### src/ssrp_pkg.sv
// Package for the stepper speed ramp profile generator.
// Holds widths, register indexes, phase codes and datapath command types.
`default_nettype none
package ssrp_pkg;
    localparam int SPEED_WIDTH_DEF = 32;
    localparam int CFG_IDX_W = 3;
    localparam int CFG_DATA_W = 16;
    localparam int PHASE_W = 3;
    localparam int IN_DATA_W = 24;
    localparam int OUT_DATA_W = 72;
    localparam int STEP_PULSES = 15360000;
    localparam int UNIT_SCALE = 10000;

    localparam logic [CFG_IDX_W-1:0] REG_RUN_MODE  = 3'd0;
    localparam logic [CFG_IDX_W-1:0] REG_DUAL      = 3'd1;
    localparam logic [CFG_IDX_W-1:0] REG_START     = 3'd2;
    localparam logic [CFG_IDX_W-1:0] REG_ACCEL     = 3'd3;
    localparam logic [CFG_IDX_W-1:0] REG_COEF      = 3'd4;
    localparam logic [CFG_IDX_W-1:0] REG_BASE_HIGH = 3'd5;
    localparam logic [CFG_IDX_W-1:0] REG_DIST_LOW  = 3'd6;
    localparam logic [CFG_IDX_W-1:0] REG_MICRO     = 3'd7;

    localparam logic [PHASE_W-1:0] PH_IDLE   = 3'd0;
    localparam logic [PHASE_W-1:0] PH_START  = 3'd1;
    localparam logic [PHASE_W-1:0] PH_ACCEL  = 3'd2;
    localparam logic [PHASE_W-1:0] PH_CRUISE = 3'd3;
    localparam logic [PHASE_W-1:0] PH_DECEL  = 3'd4;

    // datapath commands from the controller
    typedef struct packed {
        logic load;      // capture item and registers
        logic div_start; // start 15360000 / divisor
        logic mul_start; // start multiply (operand select below)
        logic mul_sel;   // 0 jog target, 1 distance
        logic tick;      // apply the tick update
    } dp_cmd_t;

    typedef struct packed {
        logic div_done;
        logic mul_done;
        logic need_dist; // positioning tick enters the start phase
    } dp_stat_t;
endpackage
`default_nettype wire

### src/ssrp_divider.sv
// Restoring radix-2 divider, one quotient bit per cycle.
// Divides the fixed step pulse count by the microstep setting; uses ssrp_pkg.
`default_nettype none
module ssrp_divider (
    input  wire logic        aclk,
    input  wire logic        aresetn,
    input  wire logic        start,
    input  wire logic [15:0] divisor,
    output logic [23:0]      quotient,
    output logic             done
);
    logic [23:0] quot_reg, quot_next;
    logic [16:0] rem_reg, rem_next;
    logic [4:0]  cnt_reg, cnt_next;
    logic        busy_reg, busy_next;
    logic        done_reg, done_next;
    logic [15:0] dv;
    logic [16:0] trial;
    logic [23:0] num;

    assign num = 24'(ssrp_pkg::STEP_PULSES);
    assign dv = (divisor == 16'd0) ? 16'd1 : divisor;
    assign trial = {rem_reg[15:0], num[cnt_reg]};

    always_comb begin
        quot_next = quot_reg;
        rem_next  = rem_reg;
        cnt_next  = cnt_reg;
        busy_next = busy_reg;
        done_next = 1'b0;
        if (start) begin
            quot_next = '0;
            rem_next  = '0;
            cnt_next  = 5'd23;
            busy_next = 1'b1;
        end else if (busy_reg) begin
            if (trial >= {1'b0, dv}) begin
                rem_next = trial - {1'b0, dv};
                quot_next = {quot_reg[22:0], 1'b1};
            end else begin
                rem_next = trial;
                quot_next = {quot_reg[22:0], 1'b0};
            end
            cnt_next = cnt_reg - 5'd1;
            if (cnt_reg == 5'd0) begin
                busy_next = 1'b0;
                done_next = 1'b1;
            end
        end
    end

    always_ff @(posedge aclk) begin
        if (!aresetn) begin
            busy_reg <= 1'b0;
            done_reg <= 1'b0;
            cnt_reg  <= '0;
        end else begin
            busy_reg <= busy_next;
            done_reg <= done_next;
            cnt_reg  <= cnt_next;
        end
        quot_reg <= quot_next;
        rem_reg  <= rem_next;
    end

    assign quotient = quot_reg;
    assign done = done_reg;
endmodule
`default_nettype wire

### src/ssrp_datapath.sv
// Speed ramp datapath: configuration registers, motion state, shift-add
// multiplier and tick update. Uses ssrp_pkg and ssrp_divider.
`default_nettype none
module ssrp_datapath #(
    parameter int SPEED_WIDTH = ssrp_pkg::SPEED_WIDTH_DEF
) (
    input  wire logic                                aclk,
    input  wire logic                                aresetn,
    input  wire logic                                cfg_we,
    input  wire logic [ssrp_pkg::CFG_IDX_W-1:0]      cfg_index,
    input  wire logic [ssrp_pkg::CFG_DATA_W-1:0]     cfg_data,
    input  wire logic [ssrp_pkg::IN_DATA_W-1:0]      in_data,
    input  wire ssrp_pkg::dp_cmd_t                   cmd,
    output ssrp_pkg::dp_stat_t                       stat,
    output logic [ssrp_pkg::OUT_DATA_W-1:0]          out_data
);
    localparam int W = SPEED_WIDTH;

    logic        run_mode_reg, dual_reg;
    logic [15:0] start_reg, accel_reg, coef_reg, base_reg, micro_reg;
    logic [13:0] dlow_reg;

    logic [W-1:0] speed_reg, speed_next, rem_reg, rem_next;
    logic [W-1:0] half_reg, half_next, adist_reg, adist_next;
    logic         dneg_reg, dneg_next, ppul_reg, pdir_reg;
    logic [2:0]   phase_reg, phase_next;

    logic         pu_reg, dr_reg;
    logic [15:0]  idx_reg;

    // shift-add multiplier, one bit per cycle, W-bit wrapping product
    logic [W-1:0] macc_reg, macc_next, mcand_reg, mcand_next;
    logic [31:0]  mplier_reg, mplier_next;
    logic [5:0]   mcnt_reg, mcnt_next;
    logic         mbusy_reg, mdone_reg, mdone_next, mbusy_next;

    logic [23:0]  quot;
    logic         div_done;
    logic [31:0]  units;

    ssrp_divider u_div (
        .aclk(aclk), .aresetn(aresetn), .start(cmd.div_start),
        .divisor(micro_reg), .quotient(quot), .done(div_done)
    );

    assign units = 32'(base_reg) * 32'(ssrp_pkg::UNIT_SCALE) + 32'(dlow_reg);

    always_comb begin
        macc_next = macc_reg; mcand_next = mcand_reg; mplier_next = mplier_reg;
        mcnt_next = mcnt_reg; mbusy_next = mbusy_reg; mdone_next = 1'b0;
        if (cmd.mul_start) begin
            macc_next = '0;
            mcnt_next = 6'd32;
            mbusy_next = 1'b1;
            if (cmd.mul_sel) begin
                mcand_next = W'({8'd0, quot});
                mplier_next = units;
            end else begin
                mcand_next = W'({12'd0, coef_reg, 4'd0});
                mplier_next = {16'd0, idx_reg};
            end
        end else if (mbusy_reg) begin
            if (mplier_reg[0]) macc_next = macc_reg + mcand_reg;
            mcand_next = {mcand_reg[W-2:0], 1'b0};
            mplier_next = {1'b0, mplier_reg[31:1]};
            mcnt_next = mcnt_reg - 6'd1;
            if (mcnt_reg == 6'd1) begin
                mbusy_next = 1'b0;
                mdone_next = 1'b1;
            end
        end
    end

    logic         edge_p, edge_d, zero_spd, active;
    logic [W-1:0] vmax, star, target, sp_a, sp_b, rem_tmp, vel;

    assign vmax = W'({12'd0, coef_reg, 4'd0});
    assign star = W'({12'd0, start_reg, 4'd0});
    assign target = W'({12'd0, base_reg, 4'd0}) + macc_reg;
    assign zero_spd = (speed_reg == '0);
    assign edge_p = !ppul_reg && pu_reg && zero_spd;
    assign edge_d = !pdir_reg && dr_reg && zero_spd;
    assign active = dual_reg ? (pu_reg | dr_reg) : pu_reg;

    always_comb begin
        speed_next = speed_reg; rem_next = rem_reg; half_next = half_reg;
        adist_next = adist_reg; dneg_next = dneg_reg; phase_next = phase_reg;
        sp_a = '0; sp_b = '0; rem_tmp = '0;
        if (!run_mode_reg) begin
            if (!active) begin
                sp_a = speed_reg - W'(accel_reg);
                speed_next = ($signed(sp_a) <= $signed(star)) ? '0 : sp_a;
            end else begin
                dneg_next = dr_reg;
                if ($signed(target) < $signed(speed_reg))
                    speed_next = speed_reg - W'(accel_reg);
                else if ($signed(speed_reg) < $signed(target))
                    speed_next = speed_reg + W'(accel_reg);
            end
        end else begin
            if (edge_p) begin
                phase_next = ssrp_pkg::PH_START; dneg_next = 1'b0;
            end else if (edge_d) begin
                phase_next = ssrp_pkg::PH_START; dneg_next = 1'b1;
            end
            rem_tmp = rem_reg;
            if (phase_next == ssrp_pkg::PH_START) begin
                rem_tmp = macc_reg;
                half_next = {macc_reg[W-1], macc_reg[W-1:1]};
                adist_next = '0;
                phase_next = ssrp_pkg::PH_ACCEL;
            end else if (phase_next == ssrp_pkg::PH_ACCEL) begin
                if ($signed(speed_reg) < $signed(vmax) &&
                    $signed(adist_reg) < $signed(half_reg)) begin
                    sp_a = speed_reg + W'(accel_reg);
                    speed_next = sp_a;
                    adist_next = adist_reg + sp_a;
                end else begin
                    phase_next = ssrp_pkg::PH_CRUISE;
                end
            end else if (phase_next == ssrp_pkg::PH_CRUISE &&
                         $signed(rem_reg) <= $signed(adist_reg)) begin
                phase_next = ssrp_pkg::PH_DECEL;
            end else if (phase_next == ssrp_pkg::PH_DECEL) begin
                sp_b = ($signed(star) < $signed(speed_reg)) ?
                       speed_reg - W'(accel_reg) : speed_reg;
                if ($signed(rem_reg) <= $signed(sp_b)) sp_b = rem_reg;
                if ($signed(rem_reg) <= 0) begin
                    phase_next = ssrp_pkg::PH_IDLE;
                    sp_b = '0;
                end
                speed_next = sp_b;
            end
            rem_next = rem_tmp - speed_next;
        end
    end

    always_ff @(posedge aclk) begin
        if (!aresetn) begin
            run_mode_reg <= 1'b0; dual_reg <= 1'b0; start_reg <= '0;
            accel_reg <= 16'd1; coef_reg <= '0; base_reg <= '0;
            dlow_reg <= '0; micro_reg <= 16'd1;
            speed_reg <= '0; rem_reg <= '0; half_reg <= '0; adist_reg <= '0;
            dneg_reg <= 1'b0; phase_reg <= ssrp_pkg::PH_IDLE;
            ppul_reg <= 1'b0; pdir_reg <= 1'b0;
            mbusy_reg <= 1'b0; mdone_reg <= 1'b0; mcnt_reg <= '0;
        end else begin
            if (cfg_we) begin
                unique case (cfg_index)
                    ssrp_pkg::REG_RUN_MODE:  run_mode_reg <= cfg_data[0];
                    ssrp_pkg::REG_DUAL:      dual_reg <= cfg_data[0];
                    ssrp_pkg::REG_START:     start_reg <= cfg_data;
                    ssrp_pkg::REG_ACCEL:     accel_reg <= cfg_data;
                    ssrp_pkg::REG_COEF:      coef_reg <= cfg_data;
                    ssrp_pkg::REG_BASE_HIGH: base_reg <= cfg_data;
                    ssrp_pkg::REG_DIST_LOW:  dlow_reg <= cfg_data[13:0];
                    ssrp_pkg::REG_MICRO:     micro_reg <= cfg_data;
                    default: ;
                endcase
            end
            if (cmd.tick) begin
                speed_reg <= speed_next; rem_reg <= rem_next;
                half_reg <= half_next; adist_reg <= adist_next;
                dneg_reg <= dneg_next; phase_reg <= phase_next;
                ppul_reg <= pu_reg; pdir_reg <= dr_reg;
            end
            mbusy_reg <= mbusy_next; mdone_reg <= mdone_next; mcnt_reg <= mcnt_next;
        end
        if (cmd.load) begin
            pu_reg <= in_data[0]; dr_reg <= in_data[1]; idx_reg <= in_data[17:2];
        end
        macc_reg <= macc_next; mcand_reg <= mcand_next; mplier_reg <= mplier_next;
    end

    assign stat.div_done = div_done;
    assign stat.mul_done = mdone_reg;
    assign stat.need_dist = run_mode_reg &&
        (edge_p || edge_d || phase_reg == ssrp_pkg::PH_START);

    assign vel = dneg_reg ? (W'(0) - speed_reg) : speed_reg;
    assign out_data = {5'd0, 32'($signed(rem_reg)), phase_reg, 32'($signed(vel))};
endmodule
`default_nettype wire

### src/ssrp_ctrl.sv
// Sequencer for one control tick: accept, divide (positioning start only) and multiply, update, emit.
// Drives ssrp_datapath commands; uses ssrp_pkg types.
`default_nettype none
module ssrp_ctrl (
    input  wire logic              aclk,
    input  wire logic              aresetn,
    input  wire logic              s_valid,
    output logic                   s_ready,
    output logic                   m_valid,
    input  wire logic              m_ready,
    input  wire ssrp_pkg::dp_stat_t stat,
    output ssrp_pkg::dp_cmd_t      cmd
);
    localparam logic [2:0] ST_IDLE = 3'd0, ST_DECIDE = 3'd1, ST_DIV = 3'd2,
                           ST_MUL = 3'd3, ST_TICK = 3'd4, ST_OUT = 3'd5;
    logic [2:0] state_reg, state_next;
    logic       sel_reg, sel_next;

    always_comb begin
        state_next = state_reg; sel_next = sel_reg; cmd = '0;
        s_ready = 1'b0; m_valid = 1'b0;
        unique case (state_reg)
            ST_IDLE: begin
                s_ready = 1'b1;
                if (s_valid) begin
                    cmd.load = 1'b1; state_next = ST_DECIDE;
                end
            end
            ST_DECIDE: begin
                // distance needs divide then multiply; jog needs target product
                if (stat.need_dist) begin
                    cmd.div_start = 1'b1; sel_next = 1'b1; state_next = ST_DIV;
                end else begin
                    cmd.mul_start = 1'b1; sel_next = 1'b0; state_next = ST_MUL;
                end
                cmd.mul_sel = 1'b0;
            end
            ST_DIV: if (stat.div_done) begin
                cmd.mul_start = 1'b1; cmd.mul_sel = 1'b1; state_next = ST_MUL;
            end
            ST_MUL: if (stat.mul_done) state_next = ST_TICK;
            ST_TICK: begin
                cmd.tick = 1'b1; state_next = ST_OUT;
            end
            ST_OUT: begin
                m_valid = 1'b1;
                if (m_ready) state_next = ST_IDLE;
            end
            default: state_next = ST_IDLE;
        endcase
    end

    always_ff @(posedge aclk) begin
        if (!aresetn) begin
            state_reg <= ST_IDLE; sel_reg <= 1'b0;
        end else begin
            state_reg <= state_next; sel_reg <= sel_next;
        end
    end
endmodule
`default_nettype wire

### src/stepper_speed_ramp_profile.sv
// Top level of the stepper speed ramp profile generator.
// One result item per input item; s_ stream in, m_ stream out, cfg write port.
// Usage:
//   Write registers through cfg_we/cfg_index/cfg_data while idle.
//   Each s_axis item is one control tick (pulse, dir, speed index) and
//   yields one m_axis item (velocity, phase, remaining distance).
//   A jog tick runs the 32-step shift-add multiplier; a positioning start
//   tick runs the 24-step divider then the multiplier; the other
//   positioning ticks run as a jog tick.
//   Items are handled one at a time; s_axis_tready is high only while the
//   sequencer waits for an item.
//   Reset (aresetn low, synchronous) clears all motion state and returns
//   registers to defaults. A stalled receiver holds the result item and
//   the block takes no new item until it is taken.
`default_nettype none
module stepper_speed_ramp_profile #(
    parameter int SPEED_WIDTH = ssrp_pkg::SPEED_WIDTH_DEF
) (
    input  wire logic        aclk,
    input  wire logic        aresetn,
    input  wire logic        cfg_we,
    input  wire logic [2:0]  cfg_index,
    input  wire logic [15:0] cfg_data,
    input  wire logic        s_axis_tvalid,
    output logic             s_axis_tready,
    input  wire logic [23:0] s_axis_tdata,  // pulse_level, dir_level, speed_index
    output logic             m_axis_tvalid,
    input  wire logic        m_axis_tready,
    output logic [71:0]      m_axis_tdata   // velocity, phase, remaining_distance
);
    ssrp_pkg::dp_cmd_t  cmd;
    ssrp_pkg::dp_stat_t stat;

    ssrp_ctrl u_ctrl (
        .aclk(aclk), .aresetn(aresetn),
        .s_valid(s_axis_tvalid), .s_ready(s_axis_tready),
        .m_valid(m_axis_tvalid), .m_ready(m_axis_tready),
        .stat(stat), .cmd(cmd)
    );

    ssrp_datapath #(.SPEED_WIDTH(SPEED_WIDTH)) u_dp (
        .aclk(aclk), .aresetn(aresetn),
        .cfg_we(cfg_we), .cfg_index(cfg_index), .cfg_data(cfg_data),
        .in_data(s_axis_tdata), .cmd(cmd), .stat(stat), .out_data(m_axis_tdata)
    );
endmodule
`default_nettype wire

### config.mk
export PLATFORM = sky130hd
export DESIGN_NAME = stepper_speed_ramp_profile
export DESIGN_NICKNAME = d
export VERILOG_FILES = /design/src/ssrp_pkg.sv /design/src/ssrp_divider.sv /design/src/ssrp_datapath.sv /design/src/ssrp_ctrl.sv /design/src/stepper_speed_ramp_profile.sv
export SDC_FILE = /design/constraint.sdc
export NUM_CORES = 2
export LEC_CHECK = 0
export BUFFER_PORTS_ARGS = -buffer_cell sky130_fd_sc_hd__buf_2
export CORE_UTILIZATION = 40
export DETAILED_ROUTE_END_ITERATION = 12
export SYNTH_ARGS = -nofsm -noshare
export SYNTH_HDL_FRONTEND = slang
export SYNTH_SLANG_ARGS = --single-unit
### constraint.sdc
create_clock -name aclk -period 22.6 [get_ports aclk]
set_input_delay 4.52 -clock aclk [delete_from_list [all_inputs] [get_ports aclk]]
set_output_delay 4.52 -clock aclk [all_outputs]
set_load 0.03 [all_outputs]
# Word-level counts from Yosys, hierarchy flattened
# Memory sizes are Yosys's and may differ from the RTL's.
# Cells that the tools add are included.
# totals
wordCells	197
output_inout_bits	74
ff_bits	401
memories	1
rom_bits	32
in_bits	48
# classes
n_mul	1
muxes	72
addsub	11
n_reduce_logical	40
order_cmp	11
n_bitwise	4
eq_ne	24
# mem_list
memory	words	width	rd	rd_ports_with_merged_regs	write_ports	line	text
(name not given)	32	1	1	0	0	ssrp_divider.sv:23	assign trial = {rem_reg[15:0], num[cnt_reg]};
# op_table
cell	n
32-bit 2-to-1 mux	25
32-bit adder	2
32-bit <= comparator	2
32-bit less-than comparator	2
3-bit 2-to-1 mux	13
20-bit by 32-bit adder with 32-bit output	1
32-bit by 16-bit adder with 32-bit output	1
32-bit by 1-bit <= comparator with 1-bit output (second input constant)	1
32-bit by 21-bit <= comparator with 1-bit output	1
32-bit logical NOT	1
21-bit by 32-bit less-than comparator with 1-bit output	1
32-bit by 21-bit less-than comparator with 1-bit output	1
32-bit by 31-bit less-than comparator with 1-bit output	1
16-bit 2-to-1 mux	2
1-bit by 32-bit subtractor with 32-bit output (first input constant)	1
32-bit by 16-bit subtractor with 32-bit output	1
32-bit subtractor	1
30-bit by 14-bit adder with 31-bit output	1
16-bit by 10-bit multiplier with 26-bit output (second input constant)	1
1-bit 2-to-1 mux	24
24-bit 2-to-1 mux	1
2-bit AND reduction	11
3-bit == test (second input constant)	7
3-bit by 2-bit == test with 1-bit output (second input constant)	6
other kinds (29)	55

# Longest topological paths before layout
# logic_depth
ltp_word	13
depth_mapped	49
ltp_nobuf	46

# Cells and area by module
# A second synthesis with hierarchy kept.
# unflattened
cells_unflattened	4326
area_unflattened_um2	34012.6
# by_module_without_submodules
module	area_per_inst_um2	instances	cells_each	seq_area_each_um2
ssrp_datapath	30728.2	1	3951	7817.5
ssrp_divider	3025.4	1	342	940.9
ssrp_ctrl	259.0	1	33	60.1

# Least setup slack after synthesis
# No wires, ideal clock.
# synth_timing
path_kind	reg2reg
from	reg u_dp.speed_reg[0]
to	reg u_dp.rem_reg[26]
stages_incl_launch_ff	47
required_time_ns	22.467
arrival_time_ns	8.915
setup_slack_ns	13.552
path_buffers	3
period_less_slack_ns	9.048
setup_time_ns	0.133
cell_sequence	dfxtp_1 inv_1 ha_1 fa_1 nand2b_1 a21oi_1 o211ai_1 o211ai_1 and3_1 nor2_1 o21ai_1 nor2_1 nand2_1 nor2_1 xnor2_1 ha_1 nand4_1 nor3_1 [11 not listed] ha_1 nor2b_1 o21ai_0 a21oi_1 o21ai_0 a21oi_1 o21ai_0 a21oi_1 o32ai_2 o221ai_2 a21oi_1 o221ai_2 a311o_1 a221oi_4 nor2_1 o21a_1 o2111ai_1 o311ai_1
# synth_via
elab_chain_len	12
# synth_rtl
item	line	text
from (decl)	ssrp_datapath.sv:23	logic [W-1:0] speed_reg, speed_next, rem_reg, rem_next;
from (signal assigned)	ssrp_datapath.sv:162	speed_reg <= speed_next; rem_reg <= rem_next;
parallel branches: the longest is 11 deep, another holds 32-bit by 16-bit subtractor with 32-bit output	--	
32-bit subtractor (*)	ssrp_datapath.sv:134	rem_next = rem_tmp - speed_next;
to (signal assigned)	ssrp_datapath.sv:162	
to (decl)	ssrp_datapath.sv:23	
# Every way passes the cells marked *. The select of a mux whose other input is x is not followed.
# A chain may end at the register's enable or synchronous reset.

# Final worst setup path
# Ends and elaborated chain as after synthesis.

==> run_results.csv <==
group,metric,value,unit
floorplanning,die_width,292,um
power,leakage,15.5,nW
final_layout,final_core_util,44.4,%
power,peakVddDrop,0.0924,mV
final_layout,fillers,8332,
placed_design,io_buffers,110,
final_layout,final_common_cell,"nand2_1",
setup_path,arrival,11.94,ns
placed_design,place_area,35000,sq um
final_layout,syn_to_final_growth,9.18,%
placed_design,post-dp-hpwl,81100,um
clock_tree,clk_latency,0.63,ns
power,comb_power_share,64.4,%
detailed_routing,drtIter0Drc,2403,
floorplanning,num_rows,105,
synth,synth_seq_cells,400,
floorplanning,start_util,40.7,%
synth,ys_top_cells_by_area,"dfxtp_1, ha_1, edfxtp_1",
sta,slew_violations,0,
sta,period_share,50.7,%
clock_tree,tritoncts,"built",
power,clkPwrFrac,15.6,%
setup_path,critPathRequiredTime,23.09,ns
detailed_routing,vias,30300,
synth,ys_types,110,
sta,rsz0062_at_grt,"false",
synth,synth_top_area_share,19.0,%
detailed_routing,routed_wl,106000,um
setup_path,r2r_setup_slack,11.15,ns
placed_design,gp_congestion,0.953,
placed_design,place_inst,5301,
power,p_sw,2.70,mW
clock_tree,cts-root-buf,"clkbuf_16",
power,intPower,2.67,mW
job,maxCapViolations,0,
detailed_routing,route.detailed.drc,0,
synth,syn_inst,4293,
synth,syn_area,33600,sq um
synth,synth_edf_count,81,
synth,synth-seq-area-share,26.2,%
clock_tree,post_cts_buffers,0,
detailed_routing,ant_nets,0,
clock_tree,clkTransAtPathRegs,0.06,ns
clock_tree,clockBufferDepth,3,
sta,setup_slack,11.15,ns
floorplanning,core_area,82600,sq um
setup_path,crit_type,"reg -> reg",
final_layout,final_area,36700,sq um
synth,synth_top_area_cell,"dfxtp_1",
setup_path,crit_path_max_incr_delay,0.77,ns
power,powerDensity,146,nW/um^2
global_route,grt_usage,24.5,%
sta,setup_viol,0,
final_layout,drive_above_1_share,7.48,%
sta,tightest_slew,1.24,ns
final_layout,diodes,0,
final_layout,final_cell_mix,"nand2_1, ha_1, a21oi_1",
sta,skew,0.0326,ns
setup_path,cp-start-kind,"flip-flop",
sta,fin_hold_ws,0.451,ns
clock_tree,htreeDepth,2,
synth,synthArstFlopShare,0,%
clock_tree,hold_buffers,0,
sta,finalCriticalPeriod,11.45,ns
floorplanning,io_pins,122,
sta,timing.fmax,87.3,MHz
clock_tree,numCtsBuffers,49,
synth,synth_area_per_cell,7.83,sq um
power,finalPower,5.37,mW
sta,max_slew_margin,17.1,%
synth,ys_warn_count,0,
setup_path,worstSetupEndpointType,"flip-flop",
clock_tree,ctsResizeCount,0,
floorplanning,dieArea,85200,sq um
global_route,grt_pass1_wl,166000,um
final_layout,fin_cells,5391,
power,pwr-share-seq,20.0,%
setup_path,cp_slowest_cell,"or2_1",
power,sw_frac_of_total,50.2,%
clock_tree,cts.sinks,400,
detailed_routing,wl_per_cell,19.7,um
global_route,grt_pass1_vias,28700,
global_route,grt_antenna_before_repair,0,
floorplanning,dieHeight,292,um
sta,hold_violations,0,
outcome,status,"finished clean",
hold_path,hold_path.class,"reg -> reg",
synth,synth-main-ff-cell,"dfxtp_1",
placed_design,post-place-ws,11.30,ns
final_layout,num-nets-final,4782,
setup_path,worstPathMaxFanout,24,
global_route,grt_start_max_net_pins,180,
detailed_routing,vias_per_cell,5.62,
sta,tns,0,ns
detailed_routing,dr.pass1.iters,9,
global_route,globalRouteOverflowTotal,0,
-- final timing paths --
kind,endpoint,depth (start not counted),startpoint
max,u_dp.rem_reg[26],44,u_dp.speed_reg[0]
min,u_dp.ppul_reg,2,u_dp.ppul_reg
max reg2reg,u_dp.rem_reg[26],44,u_dp.speed_reg[0]
min reg2reg,u_dp.ppul_reg,2,u_dp.ppul_reg
-- logic make-up after synthesis --
logic type	share of synthesized area, %
other cells	0.0112
fa+ha+maj	17.8
compound gates	21.2
flops	26.2
simple gates	19.4
xor+xnor	6.54
mux	2.02
buf+inv	6.82
-- worst max-delay path: cells and delay by family (launching register included) --
family	cells	cell delay [ns]
flops	1	0.56
mux	1	0.57
fa+ha+maj	4	1.34
buf+inv	2	0.41
xor+xnor	1	0.29
compound gates	23	5.10
simple gates	13	3.02
-- final cells by class --
cell class	count	area [sq um]	area share, %
Tap cell	1070	1340	3.65
Inverter	367	1380	3.77
Clock inverter	24	322	0.876
Timing Repair Buffer	150	863	2.35
Clock buffer	66	1380	3.76
Sequential cell	400	8820	24.0
Multi-Input combinational cell	3314	22600	61.6
-- power groups by stage --
stage	clock network (mW)	registers (mW)	logic, mW
finish	0.838	1.07	3.46
global route	0.882	1.09	3.79
CTS	0.854	1.07	3.41
detailed placement	0	1.08	3.40
global placement	0	1.08	3.36
floorplan	0	0.984	2.58
-- Yosys cell counts (all sizes together) (20+ instances only) --
cell type,n
nand4,62
clkbuf,166
o21bai,26
a211oi,70
or3,21
nor2b,39
nor4,31
nor3,75
xor2,56
o31ai,26
o211ai,20
ha,409
buf,50
dfxtp,319
nor2,356
a221oi,44
nand3,98
or2,23
a21o,78
xnor2,195
mux2i,63
a21oi,394
a22oi,25
o21a,31
fa,43
inv,359
and2,25
edfxtp,81
a31oi,20
o21ai,227
nand2,608
nand2b,38
-- per-layer routing --
layer  global-route usage, %  part of all wire, %
met1                    33.6                   46
met3                    2.78                  5.8
met2                    40.1                   45
met5                       0                    0
met4                    7.82                  3.1
No activity file was read; power rests on OpenSTA's default activity.
